--- config.mk ---
export PLATFORM = sky130hd
export DESIGN_NAME = current_budget_actuator_lock
export DESIGN_NICKNAME = d
export VERILOG_FILES = /design/src/rtl/cbal_pkg.sv /design/src/rtl/current_budget_actuator_lock.sv /design/src/rtl/cbal_ctrl.sv /design/src/rtl/cbal_datapath.sv
export SDC_FILE = /design/constraint.sdc
export NUM_CORES = 1
export LEC_CHECK = 0
export ABC_CLOCK_PERIOD_IN_PS = 8900
export BUFFER_PORTS_ARGS = -buffer_cell sky130_fd_sc_hd__buf_2
export CORE_MARGIN = 4
export CORE_UTILIZATION = 60
export CTS_CLUSTER_SIZE = 14
export DETAILED_ROUTE_END_ITERATION = 10
export GPL_ROUTABILITY_DRIVEN = 1
export PLACE_DENSITY = 0.88
export REMOVE_ABC_BUFFERS = 1
export SETUP_SLACK_MARGIN = 0.02
export SYNTH_ARGS = -nofsm -noshare
export SYNTH_HDL_FRONTEND = slang
export SYNTH_SLANG_ARGS = --single-unit
--- constraint.sdc ---
create_clock -name clk_i -period 8.9 [get_ports clk_i]
set_clock_uncertainty 0.05 [all_clocks]
set_input_delay 0.89 -clock clk_i [delete_from_list [all_inputs] [get_ports clk_i]]
set_output_delay 0.89 -clock clk_i [all_outputs]
set_load 0.005 [all_outputs]
--- src/rtl/cbal_pkg.sv ---
package cbal_pkg;

  // Actuator count and derived request mask
  localparam int unsigned ACTUATORS  = 16;
  localparam logic [15:0] VALID_MASK = 16'((32'd1 << ACTUATORS) - 32'd1);

  // Draw table layout: four 16-bit draws per 64-bit cost word
  localparam int unsigned DRAW_W         = 16;
  localparam int unsigned DRAWS_PER_WORD = 4;
  localparam int unsigned COST_WORDS     = 4;
  localparam int unsigned WORD_IDX_W     = 2;
  localparam int unsigned COST_W         = DRAW_W * DRAWS_PER_WORD;

  // Current and remaining-budget widths
  localparam int unsigned CUR_W = 20;
  localparam int unsigned REM_W = 21;
  localparam logic [REM_W-1:0] UNLIMITED_REMAIN = REM_W'(1048575);

  // Command codes
  localparam logic [1:0] CMD_ACQUIRE     = 2'd0;
  localparam logic [1:0] CMD_RELEASE     = 2'd1;
  localparam logic [1:0] CMD_RELEASE_ALL = 2'd2;

  // Configuration register indexes
  localparam int unsigned CFG_IDX_W = 3;
  localparam logic [CFG_IDX_W-1:0] CFG_BUDGET = 3'd0;
  localparam logic [CFG_IDX_W-1:0] CFG_COST0  = 3'd1;
  localparam logic [CFG_IDX_W-1:0] CFG_COST1  = 3'd2;
  localparam logic [CFG_IDX_W-1:0] CFG_COST2  = 3'd3;
  localparam logic [CFG_IDX_W-1:0] CFG_COST3  = 3'd4;

  // Commands from the controller to the datapath
  typedef struct packed {
    logic                  load;      // latch a new request
    logic                  accum;     // add one cost word's selected draws
    logic [WORD_IDX_W-1:0] word_idx;  // cost word being summed
    logic                  commit;    // update state and load the result
  } ctrl_cmd_t;

endpackage

--- src/rtl/current_budget_actuator_lock.sv ---
// Requests are taken one at a time: a new request is accepted only once the last
// one has been committed. The draw sum adds one cost word (four draws) per cycle,
//   then a commit step updates state; the commit waits while a stalled result is held.
// A finished result waits in the output register while the next request runs.
// Reset (rst_ni low, asynchronous): nothing held, zero charge, budget and
//   draw table cleared, no result pending.
module current_budget_actuator_lock (
  input  logic                                clk_i,
  input  logic                                rst_ni,
  // request channel
  input  logic                                in_valid_i,
  output logic                                in_stall_o,
  input  logic [1:0]                          command_i,
  input  logic [15:0]                         actuator_mask_i,
  // result channel
  output logic                                out_valid_o,
  input  logic                                out_stall_i,
  output logic                                granted_o,
  output logic [15:0]                         held_mask_o,
  output logic [cbal_pkg::CUR_W-1:0]          total_draw_o,
  output logic signed [cbal_pkg::REM_W-1:0]   remaining_o,
  // configuration write channel
  input  logic                                cfg_valid_i,
  output logic                                cfg_ready_o,
  input  logic [cbal_pkg::CFG_IDX_W-1:0]      cfg_index_i,
  input  logic [cbal_pkg::COST_W-1:0]         cfg_data_i
);

  cbal_pkg::ctrl_cmd_t cmd;

  // Configuration must be written only while idle; this block does not enforce it, so always take the transfer.
  assign cfg_ready_o = 1'b1;

  // Sequencer: accept, sum the four cost words, then commit the result
  cbal_ctrl u_ctrl (
    .clk_i       (clk_i),
    .rst_ni      (rst_ni),
    .in_valid_i  (in_valid_i),
    .in_stall_o  (in_stall_o),
    .out_valid_o (out_valid_o),
    .out_stall_i (out_stall_i),
    .cmd_o       (cmd)
  );

  // Held set, charge, budget and draw table, plus the result register
  cbal_datapath u_datapath (
    .clk_i           (clk_i),
    .rst_ni          (rst_ni),
    .cmd_i           (cmd),
    .command_i       (command_i),
    .actuator_mask_i (actuator_mask_i),
    .cfg_we_i        (cfg_valid_i),
    .cfg_index_i     (cfg_index_i),
    .cfg_data_i      (cfg_data_i),
    .granted_o       (granted_o),
    .held_mask_o     (held_mask_o),
    .total_draw_o    (total_draw_o),
    .remaining_o     (remaining_o)
  );

endmodule

--- src/rtl/cbal_ctrl.sv ---
module cbal_ctrl (
  input  logic                clk_i,
  input  logic                rst_ni,
  input  logic                in_valid_i,
  output logic                in_stall_o,
  output logic                out_valid_o,
  input  logic                out_stall_i,
  output cbal_pkg::ctrl_cmd_t cmd_o
);

  localparam logic [1:0] ST_IDLE  = 2'd0;
  localparam logic [1:0] ST_SUM   = 2'd1;
  localparam logic [1:0] ST_APPLY = 2'd2;

  logic [1:0]                          state_q, state_d;
  logic [cbal_pkg::WORD_IDX_W-1:0]     cnt_q, cnt_d;
  logic                                out_valid_q, out_valid_d;
  logic                                accept;
  logic                                out_free;

  assign in_stall_o  = (state_q != ST_IDLE);
  assign accept      = in_valid_i && (state_q == ST_IDLE);
  assign out_free    = !out_valid_q || !out_stall_i;
  assign out_valid_o = out_valid_q;

  always_comb begin
    state_d      = state_q;
    cnt_d        = cnt_q;
    out_valid_d  = out_valid_q && out_stall_i;
    cmd_o.load     = 1'b0;
    cmd_o.accum    = 1'b0;
    cmd_o.word_idx = cnt_q;
    cmd_o.commit   = 1'b0;
    case (state_q)
      ST_IDLE: begin
        if (accept) begin
          cmd_o.load = 1'b1;
          cnt_d      = '0;
          state_d    = ST_SUM;
        end
      end
      ST_SUM: begin
        cmd_o.accum = 1'b1;
        cnt_d       = cnt_q + 1'b1;
        if (cnt_q == cbal_pkg::WORD_IDX_W'(cbal_pkg::COST_WORDS - 1)) begin
          state_d = ST_APPLY;
        end
      end
      ST_APPLY: begin
        // hold until the output register is free
        if (out_free) begin
          cmd_o.commit = 1'b1;
          out_valid_d  = 1'b1;
          state_d      = ST_IDLE;
        end
      end
      default: begin
        state_d = ST_IDLE;
      end
    endcase
  end

  always_ff @(posedge clk_i or negedge rst_ni) begin
    if (!rst_ni) begin
      state_q     <= ST_IDLE;
      cnt_q       <= '0;
      out_valid_q <= 1'b0;
    end else begin
      state_q     <= state_d;
      cnt_q       <= cnt_d;
      out_valid_q <= out_valid_d;
    end
  end

endmodule

--- src/rtl/cbal_datapath.sv ---
module cbal_datapath (
  input  logic                                clk_i,
  input  logic                                rst_ni,
  input  cbal_pkg::ctrl_cmd_t                 cmd_i,
  input  logic [1:0]                          command_i,
  input  logic [15:0]                         actuator_mask_i,
  input  logic                                cfg_we_i,
  input  logic [cbal_pkg::CFG_IDX_W-1:0]      cfg_index_i,
  input  logic [cbal_pkg::COST_W-1:0]         cfg_data_i,
  output logic                                granted_o,
  output logic [15:0]                         held_mask_o,
  output logic [cbal_pkg::CUR_W-1:0]          total_draw_o,
  output logic signed [cbal_pkg::REM_W-1:0]   remaining_o
);

  logic [cbal_pkg::CUR_W-1:0]  budget_q;
  logic [cbal_pkg::COST_W-1:0] cost_q [cbal_pkg::COST_WORDS];

  logic [1:0]                  cmd_q;
  logic [15:0]                 req_q;
  logic [cbal_pkg::CUR_W-1:0]  acc_q, acc_d;
  logic [15:0]                 held_q, held_d;
  logic [cbal_pkg::CUR_W-1:0]  charged_q, charged_d;
  logic                        granted_q, granted_d;
  logic [cbal_pkg::REM_W-1:0]  remain_q, remain_d;

  logic [15:0]                 work_mask;
  logic [3:0]                  sel_bits;
  logic [cbal_pkg::COST_W-1:0] word;
  logic [cbal_pkg::CUR_W-1:0]  word_sum;
  logic [cbal_pkg::CUR_W:0]    acq_total;
  logic                        budget_set;

  // Configuration registers
  always_ff @(posedge clk_i or negedge rst_ni) begin
    if (!rst_ni) begin
      budget_q <= '0;
      for (int i = 0; i < cbal_pkg::COST_WORDS; i++) begin
        cost_q[i] <= '0;
      end
    end else if (cfg_we_i) begin
      case (cfg_index_i)
        cbal_pkg::CFG_BUDGET: budget_q  <= cfg_data_i[cbal_pkg::CUR_W-1:0];
        cbal_pkg::CFG_COST0:  cost_q[0] <= cfg_data_i;
        cbal_pkg::CFG_COST1:  cost_q[1] <= cfg_data_i;
        cbal_pkg::CFG_COST2:  cost_q[2] <= cfg_data_i;
        cbal_pkg::CFG_COST3:  cost_q[3] <= cfg_data_i;
        default: ;
      endcase
    end
  end

  // Acquire sums draws not yet held; release sums draws actually held
  assign work_mask = (cmd_q == cbal_pkg::CMD_ACQUIRE) ? (req_q & ~held_q) : (req_q & held_q);
  assign sel_bits  = work_mask[{cmd_i.word_idx, 2'b00} +: 4];
  assign word      = cost_q[cmd_i.word_idx];

  always_comb begin
    word_sum = '0;
    for (int k = 0; k < cbal_pkg::DRAWS_PER_WORD; k++) begin
      if (sel_bits[k]) begin
        word_sum = word_sum
                 + cbal_pkg::CUR_W'(word[k*cbal_pkg::DRAW_W +: cbal_pkg::DRAW_W]);
      end
    end
    acc_d = acc_q;
    if (cmd_i.load) begin
      acc_d = '0;
    end else if (cmd_i.accum) begin
      acc_d = acc_q + word_sum;
    end
  end

  always_ff @(posedge clk_i) begin
    if (cmd_i.load) begin
      cmd_q <= command_i;
      req_q <= actuator_mask_i & cbal_pkg::VALID_MASK;
    end
    acc_q <= acc_d;
  end

  assign budget_set = (budget_q != '0);
  assign acq_total  = {1'b0, charged_q} + {1'b0, acc_q};

  always_comb begin
    held_d    = held_q;
    charged_d = charged_q;
    granted_d = 1'b0;
    case (cmd_q)
      cbal_pkg::CMD_ACQUIRE: begin
        if (!(budget_set && (acq_total > {1'b0, budget_q}))) begin
          granted_d = 1'b1;
          held_d    = held_q | req_q;
          if (budget_set) begin
            charged_d = acq_total[cbal_pkg::CUR_W-1:0];
          end
        end
      end
      cbal_pkg::CMD_RELEASE: begin
        granted_d = 1'b1;
        held_d    = held_q & ~req_q;
        charged_d = (acc_q >= charged_q) ? '0 : (charged_q - acc_q);
      end
      cbal_pkg::CMD_RELEASE_ALL: begin
        granted_d = 1'b1;
        held_d    = '0;
        charged_d = '0;
      end
      default: ;
    endcase
    remain_d = budget_set ? ({1'b0, budget_q} - {1'b0, charged_d})
                          : cbal_pkg::UNLIMITED_REMAIN;
  end

  always_ff @(posedge clk_i or negedge rst_ni) begin
    if (!rst_ni) begin
      held_q    <= '0;
      charged_q <= '0;
    end else if (cmd_i.commit) begin
      held_q    <= held_d;
      charged_q <= charged_d;
    end
  end

  always_ff @(posedge clk_i) begin
    if (cmd_i.commit) begin
      granted_q <= granted_d;
      remain_q  <= remain_d;
    end
  end

  assign granted_o    = granted_q;
  assign held_mask_o  = held_q;
  assign total_draw_o = charged_q;
  assign remaining_o  = remain_q;

endmodule

== Word-level counts from Yosys, hierarchy flattened ==
Index checks and enable logic that the tools add are counted.

* Bits in registers: 377
* Output and inout port bits: 61
* Word-level logic and storage cells: 98
* Bits of input ports: 90

* Order comparisons: 3
* Multiplexer cells: 29
* Add/subtract/negate cells: 8
* Equal/unequal tests: 13
* Bitwise logic cells: 7
* Reductions and logical operators: 22
* Shift operators: 1

{| class="wikitable"
|+ Operator list
! kind !! count
|-
| 64-bit binary-select mux with 2-bit select || 1
|-
| 64-bit two-way mux || 2
|-
| 20-bit two-way mux || 6
|-
| 20-bit one-hot mux with 3 select lines || 1
|-
| 16-bit bitwise AND || 3
|-
| 16-bit two-way mux || 3
|-
| 16-bit one-hot mux with 3 select lines || 1
|-
| 20-bit by 16-bit adder with 20-bit output || 2
|-
| 16-bit NOT || 2
|-
| 20-bit by 20-bit adder with 21-bit output || 1
|-
| 21-bit by 20-bit > comparator with 1-bit output || 1
|-
| 20-bit by 20-bit subtractor with 21-bit output || 1
|-
| 20-bit adder || 1
|-
| 20-bit greater-or-equal comparator || 1
|-
| 20-bit nonzero test || 1
|-
| 20-bit subtractor || 1
|-
| 16-bit by 16-bit adder with 17-bit output || 1
|-
| 16-bit bitwise OR || 1
|-
| 16-bit by 5-bit indexed part select with 4-bit output || 1
|-
| 2-bit AND reduction || 6
|-
| 1-bit two-way mux || 8
|-
| 2-bit two-way mux || 4
|-
| 2-bit == test (second input constant) || 3
|-
| 3-bit by 2-bit == test with 1-bit output (second input constant) || 2
|-
| other kinds (20) || 29
|}

== Longest topological paths before layout ==
Gate-level depths: netlist (run 1).

* Depth in word-level cells: 12
* Gate-level depth with buffers: 39
* Depth with buffers taken out: 35

== Modules after synthesis ==
From an unflattened synthesis (run 1), not the netlist that was laid out.

* Cells, all modules: 2230
* Area total of the unflattened synthesis: 23994.3 um^2

{| class="wikitable"
|+ Modules (own cells, without submodules)
! module !! area each (um^2) !! instances !! seq. area each (um^2) !! cells an instance
|-
| cbal_datapath || 23742.8 || 1 || 9409.0 || 2206
|-
| cbal_ctrl || 240.2 || 1 || 125.1 || 22
|-
| current_budget_actuator_lock || 11.3 || 1 || 0.0 || 2
|}

== Worst setup path before layout (run 1) ==
OpenSTA, ideal clock, no wires.

* Path type: register to register
* Start: register u_ctrl.cnt_q[0] (netlist bit)
* End: register u_datapath.acc_q[18] (netlist bit)
* Required time: 8.733 ns
* Slack: 1.150 ns
* Buffers on the path: 3
* Library setup time: 0.117 ns
* Arrival: 7.582 ns
* Cell stages (with the launch flop): 37
* Period minus slack after synthesis: 7.750 ns
* Cell sequence: dfrtp_1 buf_2 buf_4 nor2_1 a32oi_1 mux4_2 clkbuf_1 nor2b_1 ha_1 inv_1 fa_1 nand2b_1 a21oi_1 nor2_1 xnor2_1 mux2_2 ha_1 or4_1 o2111ai_1 nand2_1 xor2_1 mux2_2 ha_1 a21oi_1 o21ai_0 or3_1 a21oi_1 xnor2_1 mux2_2 ha_1 nand2_1 nor2_1 a32oi_1 a21boi_0 o211a_1 or3_1 a32o_1

* Cells in the longest elaborated chain, start to end: 12
* Elaborated cells between the ends (all ways): 13
* Those cells by class: add/sub: 4; shift: 1; mux: 7; bitwise: 1

{| class="wikitable"
|+ Ends and longest elaborated chain
! what !! RTL line !! source
|-
| start, declared || cbal_ctrl.sv:16 || <nowiki>logic [cbal_pkg::WORD_IDX_W-1:0] cnt_q, cnt_d;</nowiki>
|-
| start signal, assigned || cbal_ctrl.sv:70 || <nowiki>cnt_q <= cnt_d;</nowiki>
|-
| parallel branches: the longest is 10 deep, another holds 20-bit by 16-bit adder with 20-bit output || -- ||
|-
| 20-bit two-way mux * || cbal_datapath.sv:61 || <nowiki>if (sel_bits[k]) begin</nowiki>
|-
| 20-bit adder * || cbal_datapath.sv:70 || <nowiki>acc_d = acc_q + word_sum;</nowiki>
|-
| end signal, assigned || cbal_datapath.sv:79 || <nowiki>acc_q <= acc_d;</nowiki>
|-
| end, declared || cbal_datapath.sv:21 || <nowiki>logic [cbal_pkg::CUR_W-1:0] acc_q, acc_d;</nowiki>
|}

Mark *: on every way between the ends. The select of a mux whose other input is x is not followed.
A chain may end at the register's enable or synchronous reset.

== Worst setup path after layout (run 1) ==
Ends and elaborated chain as after synthesis.

==> results of run 1 <==
## per-stage QoR
stage | setup WS, ps | cells | TNS, ps | hold WS [ps]
after floorplan | -1240 | 2011 | -6780 | 405
after global placement | 654 | 2699 | 0 | 430
after detailed placement | 518 | 2699 | 0 | 437
after CTS | 471 | 2771 | 0 | 344
after global routing | 27.8 | 2774 | 0 | 375
final | 368 | 2774 | 0 | 301
## cells by family after synthesis
group                      count (synthesis)  synth area share (%)
xor gates and xnor gates                  87                  3.26
buffers and inverters                    201                  3.44
and+or+nand+nor                          462                  9.89
AOI/OAI and AO/OA                        465                  13.4
other                                      1                0.0160
muxes                                    356                  20.3
DFF                                      377                  40.7
adders and majority gates                163                  8.94
## worst max-delay path, delay by kind of cell (launching register included)
family,cells,cell delay (ps)
compound gates,10,2430
xor+xnor,3,420
fa+ha+maj,4,1140
buf+inv,1,240
flops,1,640
mux,3,1140
simple gates,9,2340
## worst paths after layout
path	from	to	slack (ps)	cells past startpoint
worst max-delay path	u_ctrl.cnt_q[0]	u_datapath.acc_q[18]	370	30
max in group asynchronous	rst_ni	u_ctrl.cnt_q[0]	6860	2
min in group clk_i	actuator_mask_i[10]	u_datapath.req_q[10]	450	1
worst min-delay path	rst_ni	u_datapath.cost_q[50]	300	1
worst max register to register	u_ctrl.cnt_q[0]	u_datapath.acc_q[18]	370	30
worst min register to register	u_datapath.cost_q[108]	u_datapath.cost_q[108]	450	1
## timing repair
action | CTS | global route
resized for setup | 0 | 5
buffers inserted | 0 | 0
endpoints found under the setup margin | 0 | 3
hold endpoints to repair | 0 | 0
## flip-flops by register name (all words and copies together) (netlist names)
signal                   cells
u_ctrl.cnt_q                 2
u_ctrl.out_valid_o           1
u_ctrl.state_q               2
u_datapath.acc_q            20
u_datapath.budget_q         20
u_datapath.cmd_q             2
u_datapath.cost_q          256
u_datapath.granted_o         1
u_datapath.held_mask_o      16
u_datapath.remaining_o      21
u_datapath.req_q            16
u_datapath.total_draw_o     20
## cells in the final DEF (no fill, tap or decap), types with 9 or more instances in the layout
cell type,synthesis,final
nor4_1,15,13
dfrtp_1,317,315
clkbuf_8,0,9
o21a_1,17,17
xor2_1,29,29
o31ai_1,17,17
nor2_1,105,105
nand2b_1,41,41
mux4_2,67,67
clkbuf_16,0,42
nand2_1,121,121
inv_1,99,99
ha_1,156,156
o211ai_1,9,9
o21ai_0,99,99
dfxtp_1,20,20
or3_1,13,13
mux2_2,282,282
buf_4,5,19
a211oi_1,18,18
and2_1,19,19
a222oi_1,12,12
a21o_1,41,41
o21bai_1,9,9
buf_2,14,148
a21oi_1,96,94
a221oi_1,10,9
and3_1,17,17
nand3_1,32,32
a221o_1,21,21
nor2b_1,29,29
edfxtp_1,40,40
xnor2_1,58,58
a31oi_1,46,46
nor3_1,28,27
## per-layer routing
| metal | share of wire [%] | track usage, % | vias to the layer above | wire (µm) |
|---|---|---|---|---|
| met1 | 42 | 38.6 | 8869 | 25900 |
| met5 | 0.043 | 0 | - | 27 |
| li1 | - | - | 8069 | - |
| met4 | 3.2 | 10.8 | 4 | 1970 |
| met3 | 5.4 | 4.07 | 122 | 3350 |
| met2 | 50 | 51.3 | 609 | 31100 |
## layout make-up
type / count / share of cell area [%]
Inverter: 100 / 1.44
Clock inverter: 14 / 0.630
Tap cell: 518 / 2.49
Multi-Input combinational cell: 1534 / 50.5
Timing Repair Buffer: 170 / 3.64
Clock buffer: 58 / 4.62
Sequential cell: 377 / 36.7
Antenna cell: 3 / 0.0289
==> flow_metrics.py, run 1 <==
metrics = {
    "sta": {
        "rsz0062_at_grt": "no",
        "relSlewSlack_pct": 19.8,
        "finalCritPeriodShare_pct": 95.9,
        "worstMarginPinSlew_ps": 1190,
        "setup_viol": 0,
        "fmax_mhz": 117,
        "period_minus_slack_ps": 8530,
        "drv_slew": 0,
        "hold_viol": 0,
    },
    "clock_network": {
        "cts_root_buf": "clkbuf_16",
        "cts_tree": "done",
        "cts_sinks": 377,
        "worst_skew_pair.late_latency_ps": 570,
        "postCtsHoldBufs": 0,
        "clockBufferDepth": 3,
        "clk_pin_slew_worst_paths_ps": 60,
        "cts_buffers": 41,
        "htreeDepth": 2,
    },
    "detailed_routing": {
        "vias_per_cell": 6.37,
        "firstDrtPassIters": 6,
        "drt_iter0_drc": 1460,
        "wl_per_cell_um": 22.5,
        "antenna_left": 0,
        "drc": 0,
        "dr_total_vias": 17700,
        "drt-total-wl_um": 62300,
    },
    "synthesis": {
        "synth-edff-count": 40,
        "ys_seq_elements": 377,
        "synth_top_area_share_pct": 33.9,
        "synth_area_um2": 23400,
        "synth.distinct_cells": 81,
        "synth.most_common_cell": "dfrtp_1",
        "synth_warnings": 0,
        "synth_ff_type": "dfrtp_1",
        "yosysTopAreaCell": "dfrtp_1",
        "synthTopCellsByArea": "dfrtp_1, mux2_2, ha_1",
        "syn_inst": 2112,
        "synth_async_sr_flop_share_pct": 84.1,
        "syn_area_per_cell_um2": 11.1,
        "synth_common_cells": "dfrtp_1, mux2_2, ha_1",
        "seq_area_frac_synth_pct": 40.7,
    },
    "setup_path": {
        "crit_type": "reg2reg",
        "critPathMaxFanout": 36,
        "cpPeakStageDelay_ps": 640,
        "worstSetupEndpointType": "flip-flop",
        "setup.worst_path.start_class": "flip-flop",
        "required_ps": 9310,
        "crit_arrival_ps": 8940,
        "cp_slowest_cell": "dfrtp_4",
        "path_common_cell": "ha_1",
    },
    "cells_and_area": {
        "synthToLayoutAreaGrowth_pct": 11.2,
        "layout.nets": 2477,
        "regArea_um2": 9540,
        "fill_cells": 2889,
        "multi_input_area_um2": 13100,
        "utilization_pct": 67.5,
        "drive_above_1_share_pct": 27.2,
        "design_area_um2": 26000,
    },
    "place": {
        "gp_congestion": 0.967,
        "placed_area_um2": 24600,
        "portBuffers": 149,
        "dp_hpwl_um": 44400,
    },
    "global_route": {
        "antenna_found_initial": 6,
        "grt_usage_pct": 29.7,
        "grt-ovfl-total": 0,
        "grt_pass1_vias": 18400,
        "grt_max_degree": 114,
        "grt_pass1_wl_um": 99900,
    },
    "die": {
        "rows": 72,
        "fp.dieH_um": 205,
        "die_x_um": 205,
        "dieArea_um2": 42200,
        "start_util_pct": 60.7,
        "top_level_ports": 151,
        "fp.coreArea_um2": 38600,
    },
    "status": {
        "status": "complete, no violations",
    },
    "worst_hold_path": {
        "hp-class": "in2async",
    },
    "run": {
        "drv_cap": 0,
    },
}
Power of run 1 is left out: the tool's default activity adds up to more than one toggle a clock period on the data nets, which glitch-free logic cannot reach.
==> run 2, diff against run 1 <==
--- a/config.mk
+++ b/config.mk
@@ -6,13 +6,15 @@
 export NUM_CORES = 1
 export LEC_CHECK = 0
 export ABC_CLOCK_PERIOD_IN_PS = 8900
-export BUFFER_PORTS_ARGS = -buffer_cell sky130_fd_sc_hd__buf_2
+export CELL_PAD_IN_SITES_DETAIL_PLACEMENT = 0
+export CELL_PAD_IN_SITES_GLOBAL_PLACEMENT = 1
 export CORE_MARGIN = 4
-export CORE_UTILIZATION = 60
+export CORE_UTILIZATION = 52
 export CTS_CLUSTER_SIZE = 14
 export DETAILED_ROUTE_END_ITERATION = 10
+export DONT_BUFFER_PORTS = 1
 export GPL_ROUTABILITY_DRIVEN = 1
-export PLACE_DENSITY = 0.88
+export PLACE_DENSITY = 0.9
 export REMOVE_ABC_BUFFERS = 1
 export SETUP_SLACK_MARGIN = 0.02
 export SYNTH_ARGS = -nofsm -noshare
==> run 2 against run 1 <==
- design area is 2.5% lower
- die area rose by 15%
- via count down 3.6%
- critical path type unchanged
- largest cell class unchanged
==> flow_metrics.py, run 2 (synthesis gave the netlist of run 1 again) <==
metrics = {
    "setup_path": {
        "required_ps": 9330,
        "critPathMaxFanout": 87,
        "cpPeakStageDelay_ps": 590,
        "crit_arrival_ps": 8720,
        "cp_slowest_cell": "mux4_2",
        "worstSetupEndpointType": "flip-flop",
        "path_common_cell": "ha_1",
        "setup.worst_path.start_class": "flip-flop",
        "crit_type": "reg2reg",
    },
    "sta": {
        "hold_viol": 0,
        "period_minus_slack_ps": 8290,
        "rsz0062_at_grt": "no",
        "drv_slew": 0,
        "worst_slack_ps": 611,
        "whs_ps": 145,
        "fmax_mhz": 121,
        "relSlewSlack_pct": 27.0,
        "finalCritPeriodShare_pct": 93.1,
        "worstMarginPinSlew_ps": 1090,
        "setup_viol": 0,
    },
    "place": {
        "dp_slack_ps": 551,
        "gp_congestion": 0.916,
        "dpl.cell_count": 2621,
        "placed_area_um2": 23900,
        "dp_hpwl_um": 43900,
        "portBuffers": 0,
    },
    "die": {
        "fp.coreArea_um2": 44300,
        "top_level_ports": 151,
        "dieArea_um2": 48500,
        "die_x_um": 220,
        "rows": 77,
        "start_util_pct": 52.8,
        "fp.dieH_um": 220,
    },
    "worst_hold_path": {
        "hp-class": "in2async",
    },
    "cells_and_area": {
        "design_area_um2": 25400,
        "synthToLayoutAreaGrowth_pct": 8.44,
        "final_common_cell": "dfrtp_1",
        "layout.cells.non_filler": 2701,
        "final_cell_mix": "dfrtp_1, mux2_2, ha_1",
        "regMostFlops": "u_datapath.cost_q",
        "largest_reg_flops": 256,
        "layout.nets": 2329,
        "fill_cells": 3645,
        "drive_above_1_share_pct": 21.6,
    },
    "global_route": {
        "grt_max_degree": 171,
        "grt_pass1_vias": 17200,
        "grt_usage_pct": 25.4,
        "grt_pass1_wl_um": 96300,
        "antenna_found_initial": 2,
        "grt-ovfl-total": 0,
    },
    "clock_network": {
        "clockBufferDepth": 3,
        "cts_root_buf": "clkbuf_16",
        "clk_pin_slew_worst_paths_ps": 60,
        "htreeDepth": 2,
        "cts_buffers": 41,
        "cts_sinks": 377,
        "worst_skew_pair.late_latency_ps": 580,
        "cts_tree": "done",
    },
    "run": {
        "drv_cap": 0,
    },
    "detailed_routing": {
        "drc": 0,
        "drt-total-wl_um": 61600,
        "vias_per_cell": 6.31,
        "dr_total_vias": 17000,
        "firstDrtPassIters": 7,
        "antenna_left": 0,
        "met3_length_um": 4000,
        "drt_iter0_drc": 1591,
        "wl_per_cell_um": 22.8,
        "topRoutingLayerUsed": "met5",
        "met1_length_um": 25300,
        "wl_met2_um": 29300,
    },
    "status": {
        "status": "complete, no violations",
    },
    "pwr": {
        "fin_total_pwr_w": 0.0117,
        "power_leakage_nw": 10.9,
        "powerDensity_nw_per_um2": 460,
        "irDropWorstVdd_uv": 273,
    },
}
[run 2: through the flow]
| step | util (%) | TNS, ps |
|---|---|---|
| after floorplan | - | -6780 |
| after global placement | 54.0 | 0 |
| after detailed placement | 54.0 | 0 |
| after CTS | 57.2 | 0 |
| after global routing | 57.2 | 0 |
| final | 57.3 | 0 |
[run 2: power by group]
| group | total [W] | leakage, nW | switching [W] | internal, W |
|---|---|---|---|---|
| combinational | 0.00729 | 5.86 | 0.00407 | 0.00322 |
| sequential | 0.00266 | 4.38 | 0.000418 | 0.00224 |
| clock | 0.00171 | 0.662 | 0.000711 | 0.00100 |
| total | 0.0117 | 10.9 | 0.00520 | 0.00647 |
[run 2: routing by layer]
| layer | GRT usage (%) | up-vias |
|---|---|---|
| li1 | - | 7783 |
| met1 | 32.1 | 8521 |
| met3 | 5.28 | 162 |
| met2 | 42.0 | 564 |
| met4 | 12.0 | 2 |
| met5 | 0 | - |
[run 2: timing repair]
item	in CTS	in global routing
resized for setup	0	1
setup buffers	0	1
hold buffers	3	0
endpoints found under the setup margin	0	2
hold endpoints to repair	106	0
[run 2: area by class of cell]
type	count	area (µm²)	area share (%)
tap	592	741	2.92
timing repair buffer	22	238	0.937
inverter	100	375	1.48
clock inverter	12	144	0.567
clock buffer	63	1210	4.77
multi-input combinational	1534	13100	51.7
sequential	377	9540	37.6
antenna	1	2.50	0.00986
[run 2: final timing paths]
path / startpoint / end / slack, ps / cells after the start
worst min-delay path: rst_ni / u_datapath.cost_q[135] / 150 / 1
max in group asynchronous: rst_ni / u_ctrl.cnt_q[0] / 7670 / 1
worst max-delay path: u_ctrl.cnt_q[0] / u_datapath.acc_q[19] / 610 / 28
min in group clk_i: actuator_mask_i[7] / u_datapath.req_q[7] / 350 / 0
worst min register to register: u_datapath.cost_q[86] / u_datapath.cost_q[86] / 450 / 1
worst max register to register: u_ctrl.cnt_q[0] / u_datapath.acc_q[19] / 610 / 28
[run 2: worst max-delay path: cells and delay by family (launching register included)]
| kind | cells | cell delay [ps] |
|---|---|---|
| compound gates | 9 | 2480 |
| simple gates | 7 | 1870 |
| mux | 4 | 1380 |
| fa+ha+maj | 4 | 990 |
| flops | 1 | 500 |
| buf+inv | 1 | 450 |
| xor+xnor | 3 | 410 |
Power figures use the tool's default switching activity.
